## config.mk

```make
export PLATFORM = sky130hd
export DESIGN_NAME = seven_segment_serial_display_driver_unit
export DESIGN_NICKNAME = d
export VERILOG_FILES = /design/src/rtl/ssdd_pkg.sv /design/src/rtl/seven_segment_serial_display_driver_unit.sv /design/src/rtl/ssdd_queue.sv /design/src/rtl/ssdd_front.sv /design/src/rtl/ssdd_back.sv
export VERILOG_INCLUDE_DIRS = /design/src /design/src/rtl
export SDC_FILE = /design/constraint.sdc
export NUM_CORES = 1
export LEC_CHECK = 0
export ABC_AREA = 1
export BUFFER_PORTS_ARGS = -buffer_cell sky130_fd_sc_hd__buf_2
export CAP_MARGIN = 20
export CORE_AREA = 4 4 103 154
export CTS_CLUSTER_SIZE = 16
export DETAILED_ROUTE_END_ITERATION = 12
export DIE_AREA = 0 0 107 158
export MAX_ROUTING_LAYER = met4
export PLACE_DENSITY = 0.75
export SYNTH_ARGS = -nofsm -noshare
export SYNTH_HDL_FRONTEND = slang
export SYNTH_SLANG_ARGS = --single-unit
```

## constraint.sdc

```tcl
create_clock -name clock -period 4.25 [get_ports clock]
set_input_delay 1.0625 -clock clock [delete_from_list [all_inputs] [get_ports clock]]
set_output_delay 1.0625 -clock clock [all_outputs]
set_load 0.01 [all_outputs]
```

## src/rtl/assert_macros.svh

```systemverilog
// Assertion macros shared by the RTL of the serial display driver.
// Holds nothing but macro definitions; no other file dependencies.
`ifndef ASSERT_MACROS_SVH
`define ASSERT_MACROS_SVH

// Same-cycle implication, disabled during reset
`define SSDD_ASSERT_IMPLY(lbl, clk, rst, ante, cons) \
   lbl: assert property (@(posedge clk) disable iff (rst) (ante) |-> (cons)) \
      else $error("assertion failed: same-cycle implication");

// Next-cycle implication, disabled during reset
`define SSDD_ASSERT_NEXT(lbl, clk, rst, ante, cons) \
   lbl: assert property (@(posedge clk) disable iff (rst) (ante) |=> (cons)) \
      else $error("assertion failed: next-cycle implication");

`endif

```

## src/rtl/ssdd_pkg.sv

```systemverilog
// Shared types, constants and the segment lookup for the serial display driver.
// No dependencies; used by every module of the block.
package ssdd_pkg;

   localparam int DIGIT_COUNT_DEF = 4;
   localparam int INPUT_DIGITS    = 4;
   localparam int TICKS_W         = 10;
   localparam logic [TICKS_W-1:0] TICKS_RESET = 10'd10;

   // Frame and command bytes
   localparam logic [7:0] BYTE_DATA_CMD   = 8'h40;
   localparam logic [7:0] BYTE_ADDR_CMD   = 8'hC0;
   localparam logic [7:0] BYTE_DISP_ON    = 8'h88;
   localparam logic [7:0] BYTE_DISP_OFF   = 8'h80;
   localparam logic [7:0] BYTE_COLON_BIT  = 8'h80;
   localparam logic [7:0] BYTE_BLANK      = 8'h00;

   localparam int SEG_CODES = 17;
   localparam logic [7:0] SEG_TABLE [SEG_CODES] = '{
      8'h3F, 8'h30, 8'h5B, 8'h79, 8'h74, 8'h6D, 8'h6F, 8'h38, 8'h7F, 8'h7D,
      8'h7E, 8'h67, 8'h0F, 8'h73, 8'h4F, 8'h4E, 8'h5C
   };

   typedef enum logic [1:0] {
      CMD_TICK   = 2'd0,
      CMD_DIGITS = 2'd1,
      CMD_BRIGHT = 2'd2,
      CMD_POWER  = 2'd3
   } cmd_type;

   // One classified beat handed from front to back
   typedef struct packed {
      cmd_type                           kind;
      logic [7:0]                        ctl_byte;
      logic [INPUT_DIGITS-1:0][7:0]      segs;
      logic                              dio_in;
   } entry_type;

   // One result beat
   typedef struct packed {
      logic clk_out;
      logic dio_out;
      logic dio_drive;
      logic busy_res;
      logic ack_missing;
      logic request_dropped;
   } rsp_type;

   // Segment code of a digit; codes past the table are blank
   function automatic logic [7:0] seg_of(input logic [4:0] code);
      logic [7:0] seg;
      seg = BYTE_BLANK;
      if (code < 5'(SEG_CODES)) begin
         seg = SEG_TABLE[code];
      end
      return seg;
   endfunction

endpackage

```

## src/rtl/seven_segment_serial_display_driver_unit.sv

```systemverilog
// Top level of the two-wire seven-segment display driver.
// Depends on ssdd_pkg, ssdd_front, ssdd_back and ssdd_queue.
//
// Usage:
//   Request channel (req_*): push a beat while req_full is low. cmd 0 is a
//   tick that advances the pin sequence; cmd 1..3 start a digit write, a
//   brightness frame or a power frame when the line is idle, otherwise the
//   request is dropped and flagged in its result.
//   Result channel (rsp_*): one result beat per request beat, in order, with
//   the clock and data line levels after that beat, the busy flag and the
//   acknowledge-missing and dropped flags. Pop while rsp_empty is low.
//   Config channel (csr_*): always ready; writes ticks_per_phase, and is to
//   be written only while no beats are outstanding.
// Timing:
//   A request beat is registered in the front queue, then stepped by the back
//   end into the result queue, where it can be popped; one beat per cycle
//   sustained while the result queue is not full, one sequencer step per beat.
//   Two-slot queues sit before and after the sequencer, so from empty the request
//   side takes four beats while rsp_pop is held low, then req_full rises.
// Reset: queues empty, lines idle high, ticks_per_phase back to 10.
module seven_segment_serial_display_driver_unit #(
   parameter int DIGIT_COUNT = ssdd_pkg::DIGIT_COUNT_DEF
) (
   input  logic       clock,
   input  logic       reset,
   input  logic       req_push,
   output logic       req_full,
   input  logic [1:0] req_cmd,
   input  logic [4:0] req_digit_0,
   input  logic [4:0] req_digit_1,
   input  logic [4:0] req_digit_2,
   input  logic [4:0] req_digit_3,
   input  logic       req_colon,
   input  logic [2:0] req_level,
   input  logic       req_power_on,
   input  logic       req_dio_in,
   output logic       rsp_empty,
   input  logic       rsp_pop,
   output logic       rsp_clk_out,
   output logic       rsp_dio_out,
   output logic       rsp_dio_drive,
   output logic       rsp_busy_res,
   output logic       rsp_ack_missing,
   output logic       rsp_request_dropped,
   input  logic       csr_valid,
   output logic       csr_ready,
   input  logic [ssdd_pkg::TICKS_W-1:0] csr_ticks_per_phase
);

   ssdd_pkg::entry_type ent;
   ssdd_pkg::rsp_type   res;
   ssdd_pkg::rsp_type   rsp_head;
   logic                ent_valid;
   logic                ent_pop;
   logic                res_push;
   logic                res_full;

   ssdd_front u_front (
      .clock        (clock),
      .reset        (reset),
      .req_push     (req_push),
      .req_full     (req_full),
      .req_cmd      (req_cmd),
      .req_digit_0  (req_digit_0),
      .req_digit_1  (req_digit_1),
      .req_digit_2  (req_digit_2),
      .req_digit_3  (req_digit_3),
      .req_colon    (req_colon),
      .req_level    (req_level),
      .req_power_on (req_power_on),
      .req_dio_in   (req_dio_in),
      .ent_valid    (ent_valid),
      .ent          (ent),
      .ent_pop      (ent_pop)
   );

   ssdd_back #(
      .DIGIT_COUNT (DIGIT_COUNT)
   ) u_back (
      .clock               (clock),
      .reset               (reset),
      .ent_valid           (ent_valid),
      .ent                 (ent),
      .ent_pop             (ent_pop),
      .res_full            (res_full),
      .res_push            (res_push),
      .res                 (res),
      .csr_valid           (csr_valid),
      .csr_ready           (csr_ready),
      .csr_ticks_per_phase (csr_ticks_per_phase)
   );

   ssdd_queue #(
      .WIDTH ($bits(ssdd_pkg::rsp_type))
   ) u_rsp_queue (
      .clock     (clock),
      .reset     (reset),
      .push      (res_push),
      .push_data (res),
      .full      (res_full),
      .pop       (rsp_pop),
      .pop_data  (rsp_head),
      .empty     (rsp_empty)
   );

   // Unpack the head result beat
   assign rsp_clk_out         = rsp_head.clk_out;
   assign rsp_dio_out         = rsp_head.dio_out;
   assign rsp_dio_drive       = rsp_head.dio_drive;
   assign rsp_busy_res        = rsp_head.busy_res;
   assign rsp_ack_missing     = rsp_head.ack_missing;
   assign rsp_request_dropped = rsp_head.request_dropped;

endmodule

```

## src/rtl/ssdd_queue.sv

```systemverilog
// Two-slot queue used between the front and back and on the result side.
// Depends on ssdd_pkg for its default width only.
module ssdd_queue #(
   parameter int WIDTH = $bits(ssdd_pkg::rsp_type)
) (
   input  logic             clock,
   input  logic             reset,
   input  logic             push,
   input  logic [WIDTH-1:0] push_data,
   output logic             full,
   input  logic             pop,
   output logic [WIDTH-1:0] pop_data,
   output logic             empty
);

   logic [WIDTH-1:0] slot_ff [2];
   logic             wr_ptr_ff, wr_ptr_in;
   logic             rd_ptr_ff, rd_ptr_in;
   logic [1:0]       count_ff, count_in;
   logic             do_push, do_pop;

   assign full     = (count_ff == 2'd2);
   assign empty    = (count_ff == 2'd0);
   assign do_push  = push && !full;
   assign do_pop   = pop && !empty;
   assign pop_data = slot_ff[rd_ptr_ff];

   // Advance pointers and occupancy
   always_comb begin
      wr_ptr_in = do_push ? ~wr_ptr_ff : wr_ptr_ff;
      rd_ptr_in = do_pop ? ~rd_ptr_ff : rd_ptr_ff;
      count_in  = count_ff + 2'(do_push) - 2'(do_pop);
   end

   always_ff @(posedge clock) begin
      if (reset) begin
         wr_ptr_ff <= 1'b0;
         rd_ptr_ff <= 1'b0;
         count_ff  <= 2'd0;
      end else begin
         wr_ptr_ff <= wr_ptr_in;
         rd_ptr_ff <= rd_ptr_in;
         count_ff  <= count_in;
      end
   end

   // Hold payload; no reset needed
   always_ff @(posedge clock) begin
      if (do_push) begin
         slot_ff[wr_ptr_ff] <= push_data;
      end
   end

endmodule

```

## src/rtl/ssdd_front.sv

```systemverilog
// Front end: classifies request beats, encodes segment bytes, queues them.
// Depends on ssdd_pkg and ssdd_queue.
module ssdd_front (
   input  logic                clock,
   input  logic                reset,
   input  logic                req_push,
   output logic                req_full,
   input  logic [1:0]          req_cmd,
   input  logic [4:0]          req_digit_0,
   input  logic [4:0]          req_digit_1,
   input  logic [4:0]          req_digit_2,
   input  logic [4:0]          req_digit_3,
   input  logic                req_colon,
   input  logic [2:0]          req_level,
   input  logic                req_power_on,
   input  logic                req_dio_in,
   output logic                ent_valid,
   output ssdd_pkg::entry_type ent,
   input  logic                ent_pop
);

   ssdd_pkg::entry_type enc;
   logic                ent_empty;

   // Classify and encode the incoming beat
   always_comb begin
      enc.kind   = ssdd_pkg::cmd_type'(req_cmd);
      enc.dio_in = req_dio_in;
      if (enc.kind == ssdd_pkg::CMD_BRIGHT) begin
         enc.ctl_byte = ssdd_pkg::BYTE_DISP_ON + {5'd0, req_level};
      end else begin
         enc.ctl_byte = req_power_on ? ssdd_pkg::BYTE_DISP_ON : ssdd_pkg::BYTE_DISP_OFF;
      end
      enc.segs[0] = ssdd_pkg::seg_of(req_digit_0);
      enc.segs[1] = ssdd_pkg::seg_of(req_digit_1);
      enc.segs[2] = ssdd_pkg::seg_of(req_digit_2) |
                    (req_colon ? ssdd_pkg::BYTE_COLON_BIT : ssdd_pkg::BYTE_BLANK);
      enc.segs[3] = ssdd_pkg::seg_of(req_digit_3);
   end

   ssdd_queue #(
      .WIDTH ($bits(ssdd_pkg::entry_type))
   ) u_ent_queue (
      .clock     (clock),
      .reset     (reset),
      .push      (req_push),
      .push_data (enc),
      .full      (req_full),
      .pop       (ent_pop),
      .pop_data  (ent),
      .empty     (ent_empty)
   );

   assign ent_valid = !ent_empty;

endmodule

```

## src/rtl/ssdd_back.sv

```systemverilog
// Back end: pin sequencer that runs start, bytes, acknowledge and stop phases.
// Depends on ssdd_pkg and assert_macros.svh.
`include "assert_macros.svh"

module ssdd_back #(
   parameter int DIGIT_COUNT = ssdd_pkg::DIGIT_COUNT_DEF
) (
   input  logic                        clock,
   input  logic                        reset,
   input  logic                        ent_valid,
   input  ssdd_pkg::entry_type         ent,
   output logic                        ent_pop,
   input  logic                        res_full,
   output logic                        res_push,
   output ssdd_pkg::rsp_type           res,
   input  logic                        csr_valid,
   output logic                        csr_ready,
   input  logic [ssdd_pkg::TICKS_W-1:0] csr_ticks_per_phase
);

   localparam int STORE_DEPTH = DIGIT_COUNT + 2;
   localparam int CNT_W       = $clog2(STORE_DEPTH + 1);
   localparam int IDX_W       = $clog2(STORE_DEPTH);
   localparam int TW          = ssdd_pkg::TICKS_W;

   typedef enum logic [3:0] {
      ST_IDLE,
      ST_START_HIGH,
      ST_START_HOLD,
      ST_BIT_LOW,
      ST_BIT_HIGH,
      ST_ACK_LOW,
      ST_ACK_HIGH,
      ST_ACK_END,
      ST_STOP_LOW,
      ST_STOP_DLOW,
      ST_STOP_CHIGH
   } step_type;

   step_type         step_ff, step_in, enter_step;
   logic             enter_en;
   logic [CNT_W-1:0] byte_index_ff, byte_index_in;
   logic [CNT_W-1:0] byte_count_ff, byte_count_in;
   logic [CNT_W-1:0] frame_end;
   logic [2:0]       bit_index_ff, bit_index_in;
   logic [TW-1:0]    timer_ff, timer_in;
   logic [TW-1:0]    ticks_ff;
   logic [TW-1:0]    limit;
   logic [TW:0]      timer_sum;
   logic             clk_ff, clk_in;
   logic             dio_ff, dio_in;
   logic             drive_ff, drive_in;
   logic             take;
   logic             miss;
   logic             dropped;
   logic             store_we;
   logic [7:0]       store_ff [STORE_DEPTH];
   logic [7:0]       load_byte [STORE_DEPTH];
   logic [7:0]       cur_byte;

   assign take      = ent_valid && !res_full;
   assign ent_pop   = take;
   assign res_push  = take;
   assign csr_ready = 1'b1;
   assign limit     = (ticks_ff == '0) ? TW'(1) : ticks_ff;
   assign timer_sum = {1'b0, timer_ff} + (TW+1)'(1);
   assign frame_end = (byte_count_ff > CNT_W'(1)) ? byte_count_ff - CNT_W'(1) : CNT_W'(1);

   // Bytes to load on a request: frame, digits left to right, frame
   always_comb begin
      for (int i = 0; i < STORE_DEPTH; i++) begin
         load_byte[i] = ssdd_pkg::BYTE_BLANK;
      end
      if (ent.kind == ssdd_pkg::CMD_DIGITS) begin
         load_byte[0] = ssdd_pkg::BYTE_DATA_CMD;
         for (int i = 0; i < DIGIT_COUNT; i++) begin
            if (DIGIT_COUNT - 1 - i < ssdd_pkg::INPUT_DIGITS) begin
               load_byte[1 + i] = ent.segs[DIGIT_COUNT - 1 - i];
            end
         end
         load_byte[STORE_DEPTH - 1] = ssdd_pkg::BYTE_ADDR_CMD;
      end else begin
         load_byte[0] = ent.ctl_byte;
      end
   end

   // Sequencer step for one beat
   always_comb begin
      byte_index_in = byte_index_ff;
      byte_count_in = byte_count_ff;
      bit_index_in  = bit_index_ff;
      timer_in      = timer_ff;
      enter_en      = 1'b0;
      enter_step    = ST_IDLE;
      miss          = 1'b0;
      dropped       = 1'b0;
      store_we      = 1'b0;
      if (take) begin
         if (ent.kind != ssdd_pkg::CMD_TICK) begin
            if (step_ff != ST_IDLE) begin
               dropped = 1'b1;
            end else begin
               store_we      = 1'b1;
               byte_count_in = (ent.kind == ssdd_pkg::CMD_DIGITS) ?
                               CNT_W'(STORE_DEPTH) : CNT_W'(1);
               byte_index_in = '0;
               bit_index_in  = '0;
               timer_in      = '0;
               enter_en      = 1'b1;
               enter_step    = ST_START_HIGH;
            end
         end else if (step_ff != ST_IDLE) begin
            if (timer_sum >= {1'b0, limit}) begin
               timer_in = '0;
               enter_en = 1'b1;
               case (step_ff)
                  ST_START_HIGH: enter_step = ST_START_HOLD;
                  ST_START_HOLD: begin
                     bit_index_in = '0;
                     enter_step   = ST_BIT_LOW;
                  end
                  ST_BIT_LOW: enter_step = ST_BIT_HIGH;
                  ST_BIT_HIGH: begin
                     if (bit_index_ff == 3'd7) begin
                        enter_step = ST_ACK_LOW;
                     end else begin
                        bit_index_in = bit_index_ff + 3'd1;
                        enter_step   = ST_BIT_LOW;
                     end
                  end
                  ST_ACK_LOW: enter_step = ST_ACK_HIGH;
                  ST_ACK_HIGH: begin
                     miss       = ent.dio_in;
                     enter_step = ST_ACK_END;
                  end
                  ST_ACK_END: begin
                     byte_index_in = byte_index_ff + CNT_W'(1);
                     if (byte_index_in == frame_end || byte_index_in >= byte_count_ff) begin
                        enter_step = ST_STOP_LOW;
                     end else begin
                        bit_index_in = '0;
                        enter_step   = ST_BIT_LOW;
                     end
                  end
                  ST_STOP_LOW:  enter_step = ST_STOP_DLOW;
                  ST_STOP_DLOW: enter_step = ST_STOP_CHIGH;
                  ST_STOP_CHIGH: begin
                     enter_step = (byte_index_ff < byte_count_ff) ? ST_START_HIGH : ST_IDLE;
                  end
                  default: enter_step = ST_IDLE;
               endcase
            end else begin
               timer_in = timer_sum[TW-1:0];
            end
         end
      end
   end

   // Pick the byte that the next bit comes from
   always_comb begin
      cur_byte = ssdd_pkg::BYTE_BLANK;
      if (byte_index_in < CNT_W'(STORE_DEPTH)) begin
         cur_byte = store_ff[byte_index_in[IDX_W-1:0]];
      end
   end

   // Drive pin levels on entry to a phase
   always_comb begin
      step_in  = step_ff;
      clk_in   = clk_ff;
      dio_in   = dio_ff;
      drive_in = drive_ff;
      if (enter_en) begin
         step_in = enter_step;
         case (enter_step)
            ST_START_HIGH: begin
               clk_in = 1'b1; dio_in = 1'b1; drive_in = 1'b1;
            end
            ST_START_HOLD: begin
               clk_in = 1'b1; dio_in = 1'b0; drive_in = 1'b1;
            end
            ST_BIT_LOW: begin
               clk_in = 1'b0; dio_in = cur_byte[bit_index_in]; drive_in = 1'b1;
            end
            ST_BIT_HIGH:  clk_in = 1'b1;
            ST_ACK_LOW: begin
               clk_in = 1'b0; drive_in = 1'b0;
            end
            ST_ACK_HIGH:  clk_in = 1'b1;
            ST_ACK_END:   clk_in = 1'b0;
            ST_STOP_LOW: begin
               clk_in = 1'b0; drive_in = 1'b1;
            end
            ST_STOP_DLOW:  dio_in = 1'b0;
            ST_STOP_CHIGH: clk_in = 1'b1;
            default: begin
               clk_in = 1'b1; dio_in = 1'b1; drive_in = 1'b1;
            end
         endcase
      end
   end

   // Result beat reflects the state after this step
   always_comb begin
      res.clk_out         = clk_in;
      res.dio_out         = dio_in;
      res.dio_drive       = drive_in;
      res.busy_res        = (step_in != ST_IDLE);
      res.ack_missing     = miss;
      res.request_dropped = dropped;
   end

   always_ff @(posedge clock) begin
      if (reset) begin
         step_ff       <= ST_IDLE;
         byte_index_ff <= '0;
         byte_count_ff <= '0;
         bit_index_ff  <= '0;
         timer_ff      <= '0;
         clk_ff        <= 1'b1;
         dio_ff        <= 1'b1;
         drive_ff      <= 1'b1;
         ticks_ff      <= ssdd_pkg::TICKS_RESET;
      end else begin
         step_ff       <= step_in;
         byte_index_ff <= byte_index_in;
         byte_count_ff <= byte_count_in;
         bit_index_ff  <= bit_index_in;
         timer_ff      <= timer_in;
         clk_ff        <= clk_in;
         dio_ff        <= dio_in;
         drive_ff      <= drive_in;
         if (csr_valid) begin
            ticks_ff <= csr_ticks_per_phase;
         end
      end
   end

   // Load the byte store on an accepted request; undefined until then
   always_ff @(posedge clock) begin
      if (store_we) begin
         for (int i = 0; i < STORE_DEPTH; i++) begin
            store_ff[i] <= load_byte[i];
         end
      end
   end

   `SSDD_ASSERT_IMPLY(a_drop_when_busy, clock, reset, take && dropped, step_ff != ST_IDLE)
   `SSDD_ASSERT_IMPLY(a_idle_lines_high, clock, reset, step_ff == ST_IDLE, clk_ff && dio_ff && drive_ff)
   `SSDD_ASSERT_IMPLY(a_miss_in_ack, clock, reset, miss, step_ff == ST_ACK_HIGH)
   `SSDD_ASSERT_NEXT(a_request_starts, clock, reset, store_we, step_ff == ST_START_HIGH && byte_index_ff == '0)

endmodule
```

==> out/results.ini, run 1 <==
[outcome]
status=finished, final reports clean

[routing]
wire_per_inst_um=14.0
route.detailed.drc=0
routed_wirelength_um=17100
ant_nets=0
viasPerCell=5.38
drtIter0Drc=373
vias=6596
dr.pass1.iters=5

[synthesis]
syn_inst=967
yosysWarnings=0
synth_edf_count=120
yosysMostFrequentCell=nand2_1
synth_common_cells=235 x nand2_1, 129 x inv_1, 120 x edfxtp_1, 103 x a21oi_1, 58 x nor2_1
avgSynthCellArea_sq_um=8.91
synth_flop_cell=edfxtp_1
syn-cell-area_sq_um=8620
async_flop_share=0
synth_cell_types=49
post-synth-top-area-cell=edfxtp_1
seq_area_frac_synth=0.523
synth_area_leaders=edfxtp_1 42%, dfxtp_1 10%, nand2_1 10%
yosysTopAreaCellShare=0.418
syn-num-nets=1055
synth.ff_latch_count=165

[power]
p_int_uw=3450
power.switching_uw=1850
seqPwrFrac=0.456
p_leak_uw=0.00413
power_density_nw_per_um2=551
p_clk_frac=0.275
p_comb_frac=0.269
p_sw_frac=0.349
vdd_drop_max_mv=0.304

[critical_path]
crit_type=reg -> reg
path_max_fanout=21
crit_path_start_kind=flip-flop
cp.arrival_ns=3.83
max_stage_delay_ns=0.41
crit_path_end_kind=flip-flop
crit_slowest_cell=dfxtp_1
reg2reg_slack_ns=0.59
worstPathRequired_ns=4.42
cp_common_cell=nand2_1

[place]
place_hpwl_um=12800
gp_congestion=0.940
pre_cts_slack_ns=0.549
portBuffers=50
dp.cells=1193

[sta]
setup_tns_ns=0
hold_viol_final=0
timing.final.crit_share=0.860
slew_violations=0
setup_slack_ns=0.593
fmax_mhz=273
rsz0062_at_grt=false
relSlewSlack=0.318
skew_ns=0.0130
tightest_slew_ns=1.02
min_period_ns=3.66
setup_viol=0

[global_routing]
grt_overflow=0
antenna_found_initial=0
grt_pass1_wl_um=28800
grt_max_degree=37
grt_pass1_vias=6499
grtUsageTotal=0.222

[clock_network]
ctsHoldBuffers=0
htreeDepth=4
cts_tree=done
cts_root_buf=clkbuf_16
numCtsBuffers=17
clk_latency_ns=0.43
cts_num_sinks=165
clk_pin_slew_worst_paths_ns=0.07
cts.path.max_buffers=2

[floorplanning]
die_w_um=107
core_area_sq_um=14500
io_pins=52
die_area_sq_um=16900
row_count=54
die_height_um=158
start_util=0.596

[layout]
synthToLayoutAreaGrowth_pct=11.5
diodes=0
final_cells=1225
drive_gt1_frac=0.123
num-nets-final=1104

[hold_path]
hp-class=reg -> reg

[flow_run]
max_cap_violations=0

[what timing repair did]
| action | 4_1_cts | 5_1_grt |
|---|---|---|
| gates resized for setup | 0 | 1 |
| setup buffers | 0 | 0 |
| setup endpoints to repair | 0 | 2 |
[metal layers]
metal | up-vias | global-route usage | wire [um]
met1 | 3030 | 0.212 | 6190
met3 | 54 | 0.0330 | 536
met5 | - | - | 0
met4 | 0 | 0.121 | 776
met2 | 159 | 0.422 | 9630
li1 | 3353 | - | -
[layout by cell type, fill, tap and decap left out, drive strengths merged, types with 2 or more instances in the layout]
master	synthesis	layout
nand3b	3	3
nor3	7	7
edfxtp	120	120
o21bai	3	3
mux2	6	6
ha	45	45
nand3	59	59
xnor2	3	3
o31ai	2	2
a31o	2	2
o211ai	12	12
buf	4	53
o21ai	40	40
dfxtp	45	45
nand4	6	6
a21o	2	2
a21oi	105	105
o2111ai	2	2
o41ai	2	2
inv	137	146
nand2	245	245
a31oi	9	9
clkbuf	19	18
o22ai	2	2
xor2	7	7
nor2	66	66
a311oi	4	4
clkinv	3	7
[critical path: cells and delay by family (launching register included)]
family	cells	cell delay, ns
and+or+nand+nor	23	2.03
adders and majority gates	2	0.50
DFF	1	0.41
AOI/OAI and AO/OA	1	0.11
buffers and inverters	1	0.17
xor gates and xnor gates	1	0.19
[flip-flops by register name (all words and copies together) (netlist names), 3 cells and up, named ones only]
name and flops:
u_front.u_ent_queue.slot_ff 72, u_back.store_ff 36, u_rsp_queue.slot_ff 12, u_back.ticks_ff 10, u_back.timer_ff 10, u_back.step_ff 4, u_back.bit_index_ff 3, u_back.byte_index_ff 3
[logic make-up after synthesis]
kind of cell             count (synthesis)  share of synthesized area
AND/OR/NAND/NOR                        388                      0.194
AO/OA/AOI/OAI                          189                      0.126
flip-flops                             165                      0.523
buffers and inverters                  163                     0.0736
adder cells (fa/ha/maj)                 45                     0.0653
XOR/XNOR                                10                     0.0102
multiplexers                             6                    0.00784
other                                    1                   0.000435
[worst paths after layout]
| check | endpoint | cells after the start | from |
|---|---|---|---|
| max | u_rsp_queue.slot_ff[0][4] | 28 | u_back.timer_ff[0] |
| min | flip-flop | 1 | u_front.u_ent_queue.rd_ptr_ff |
| max reg2reg | u_rsp_queue.slot_ff[0][4] | 28 | u_back.timer_ff[0] |
| min reg2reg | flip-flop | 1 | u_front.u_ent_queue.rd_ptr_ff |
[stage by stage]
stage                     utilization  instance area [sq um]  hold WS, ns  total power [uW]
after floorplan                     -                   8620        0.426              3440
after global placement          0.625                   9040        0.436              3840
after detailed placement        0.625                   9040        0.448              3890
after CTS                       0.664                   9610        0.456              5330
after global routing            0.665                   9610        0.477              5610
final                           0.665                   9610        0.458              5290
[power groups by stage]
stage                     Clock [uW]  Combinational, uW  Sequential, uW
final                           1450               1420            2420
after global routing            1540               1620            2450
after CTS                       1470               1440            2420
after detailed placement           0               1430            2450
after global placement             0               1410            2440
after floorplan                    0               1060            2380
[final cells by class]
| class | instances | area, sq um |
|---|---|---|
| Fill cell | 1214 | 4850 |
| Sequential cell | 165 | 4500 |
| Multi-Input combinational cell | 639 | 3500 |
| Inverter | 140 | 526 |
| Clock buffer | 18 | 429 |
| Timing Repair Buffer | 53 | 273 |
| Tap cell | 196 | 245 |
| Clock inverter | 14 | 133 |
Power figures use the tool's default switching activity.
==> inputs of run 2 (changes only) <==
Settings changed: CORE_AREA 4 4 103 154 to 4 4 125 127, DIE_AREA 0 0 107 158 to 0 0 129 131, HOLD_SLACK_MARGIN set to 0.02.
==> run 2 against run 1 <==
Total power down 2.4%. Routed wire length down 0.85%. Clock-buffer cell count up 1.
==> out/results.ini, run 2 (synthesized netlist as in run 1, its figures left out) <==
[clock_network]
clk_pin_slew_worst_paths_ns=0.06
post_cts_buffers=0
cts.path.max_buffers=2
cts_tree=done
clk_latency_ns=0.42
htreeDepth=4
ctsHoldBuffers=0
cts_root_buf=clkbuf_16
cts_num_sinks=165
cts_resized=0
numCtsBuffers=17

[sta]
hold_viol_final=0
slew_violations=0
tightest_slew_ns=0.970
min_period_ns=3.88
timing.final.crit_share=0.913
setup_tns_ns=0
fmax_mhz=258
relSlewSlack=0.353
setup_viol=0
setup_slack_ns=0.369
rsz0062_at_grt=false
skew_ns=0.00551

[layout]
fill_cells=1220
layout_commonest_cell=nand2_1
largest_reg_flops=72
drive_gt1_frac=0.122
top_regs=u_front.u_ent_queue.slot_ff: 72 flops, u_back.store_ff: 36 flops, u_rsp_queue.slot_ff: 12 flops
seq_area_sq_um=4500
multi_input_area_sq_um=3500
utilization=0.663
synthToLayoutAreaGrowth_pct=10.9
num-nets-final=1109
top_register=u_front.u_ent_queue.slot_ff
diodes=0
layout_common_cells=235 x nand2_1, 129 x inv_1, 120 x edfxtp_1

[floorplanning]
row_count=44
start_util=0.598
io_pins=52
core_area_sq_um=14400
die_area_sq_um=16900
die_w_um=129
die_height_um=131

[place]
gp_congestion=0.941
portBuffers=50
pre_cts_slack_ns=0.493
place_hpwl_um=12200

[critical_path]
reg2reg_from=u_back.timer_ff[0]
path_max_fanout=21
reg2reg_slack_ns=0.37
crit_type=reg -> reg
ff2ff_path_depth=28
cp_common_cell=nand2_1
crit_path_end_kind=flip-flop
cp.arrival_ns=4.04
max_stage_delay_ns=0.41
crit_path_start_kind=flip-flop
worstPathRequired_ns=4.40
crit_slowest_cell=dfxtp_1
rr_endpoint=u_rsp_queue.slot_ff[1][4]

[routing]
dr.pass1.iters=5
top_layer=met4
drtIter0Drc=460
ant_nets=0
route.detailed.drc=0
viasPerCell=5.42
routed_wirelength_um=17000
met1Wirelength_um=7320
met3_length_um=689
wire_per_inst_um=14.0
dr_wl_met2_um=8600
vias=6588

[global_routing]
grt_pass1_wl_um=28500
grt_max_degree=37
antenna_found_initial=0
grt_pass1_vias=6274
grt_overflow=0
grtUsageTotal=0.219

[flow_run]
max_cap_violations=0

[power]
p_leak_uw=0.00411
vdd_drop_max_mv=0.262
p_total_uw=5170
power_density_nw_per_um2=540

[hold_path]
min_path_cells=1
hp-class=reg -> reg
min-delay-start=u_rsp_queue.rd_ptr_ff

[outcome]
status=finished, final reports clean

## run 2: cell count changes in the layout (fill, tap and decap cells not counted)
cell        delta
inv_8          -5
buf_4          +4
clkinv_1       +3
clkinvlp_4     +3
inv_6          -3
buf_2          +1
clkbuf_1       +1
clkinv_4       -1
clkinv_8       -1
clkinvlp_2     +1
nand2_2        +1
nand2_4        -1
## run 2: worst max-delay path by stage
| stage | start | to | slack, ns | depth (start not counted) |
|---|---|---|---|---|
| 2_1_floorplan | req_push | u_front.u_ent_queue.slot_ff[0][0] | 1.04 | 2 |
| 3_3_place_gp | u_back.timer_ff[0] | u_rsp_queue.slot_ff[0][4] | 0.66 | 28 |
| 3_5_place_dp | u_back.timer_ff[0] | u_rsp_queue.slot_ff[1][4] | 0.49 | 28 |
| 4_1_cts | u_back.timer_ff[0] | u_rsp_queue.slot_ff[1][4] | 0.43 | 28 |
| 5_1_grt | u_back.timer_ff[0] | u_rsp_queue.slot_ff[0][4] | 0.007 | 28 |
| 6_report | u_back.timer_ff[0] | u_rsp_queue.slot_ff[1][4] | 0.37 | 28 |
## run 2: critical path: cells and delay by family, from the launching register on
kind	cells	cell delay (ns)
AND/OR/NAND/NOR	23	2.19
adder cells (fa/ha/maj)	2	0.52
flip-flops	1	0.41
XOR/XNOR	1	0.23
buffers and inverters	1	0.16
AO/OA/AOI/OAI	1	0.12
## run 2: cell type report
type	instances	share of cell area
clock buffers	19	0.0453
repair buffers	58	0.0322
well taps	184	0.0241
flip-flops and latches	165	0.471
multi-input cells	639	0.366
clock inverters	11	0.00667
inverters	140	0.0550
## run 2: per-stage QoR
| stage | hold WS, ns | cells | cell area (sq um) |
|---|---|---|---|
| 2_1_floorplan | 0.426 | 967 | 8620 |
| 3_3_place_gp | 0.433 | 1185 | 9060 |
| 3_5_place_dp | 0.445 | 1185 | 9060 |
| 4_1_cts | 0.450 | 1215 | 9560 |
| 5_1_grt | 0.470 | 1216 | 9560 |
| 6_report | 0.451 | 1216 | 9560 |
## run 2: where the power goes
part | internal (uW) | switching [uW]
combinational | 440 | 1010
clock | 728 | 579
sequential | 2240 | 167
total | 3410 | 1750
## run 2: layer usage
metal / GRT usage / up-vias
met5: - / -
met4: 0.0852 / 0
met3: 0.0362 / 28
met2: 0.381 / 153
met1: 0.256 / 3049
li1: - / 3358
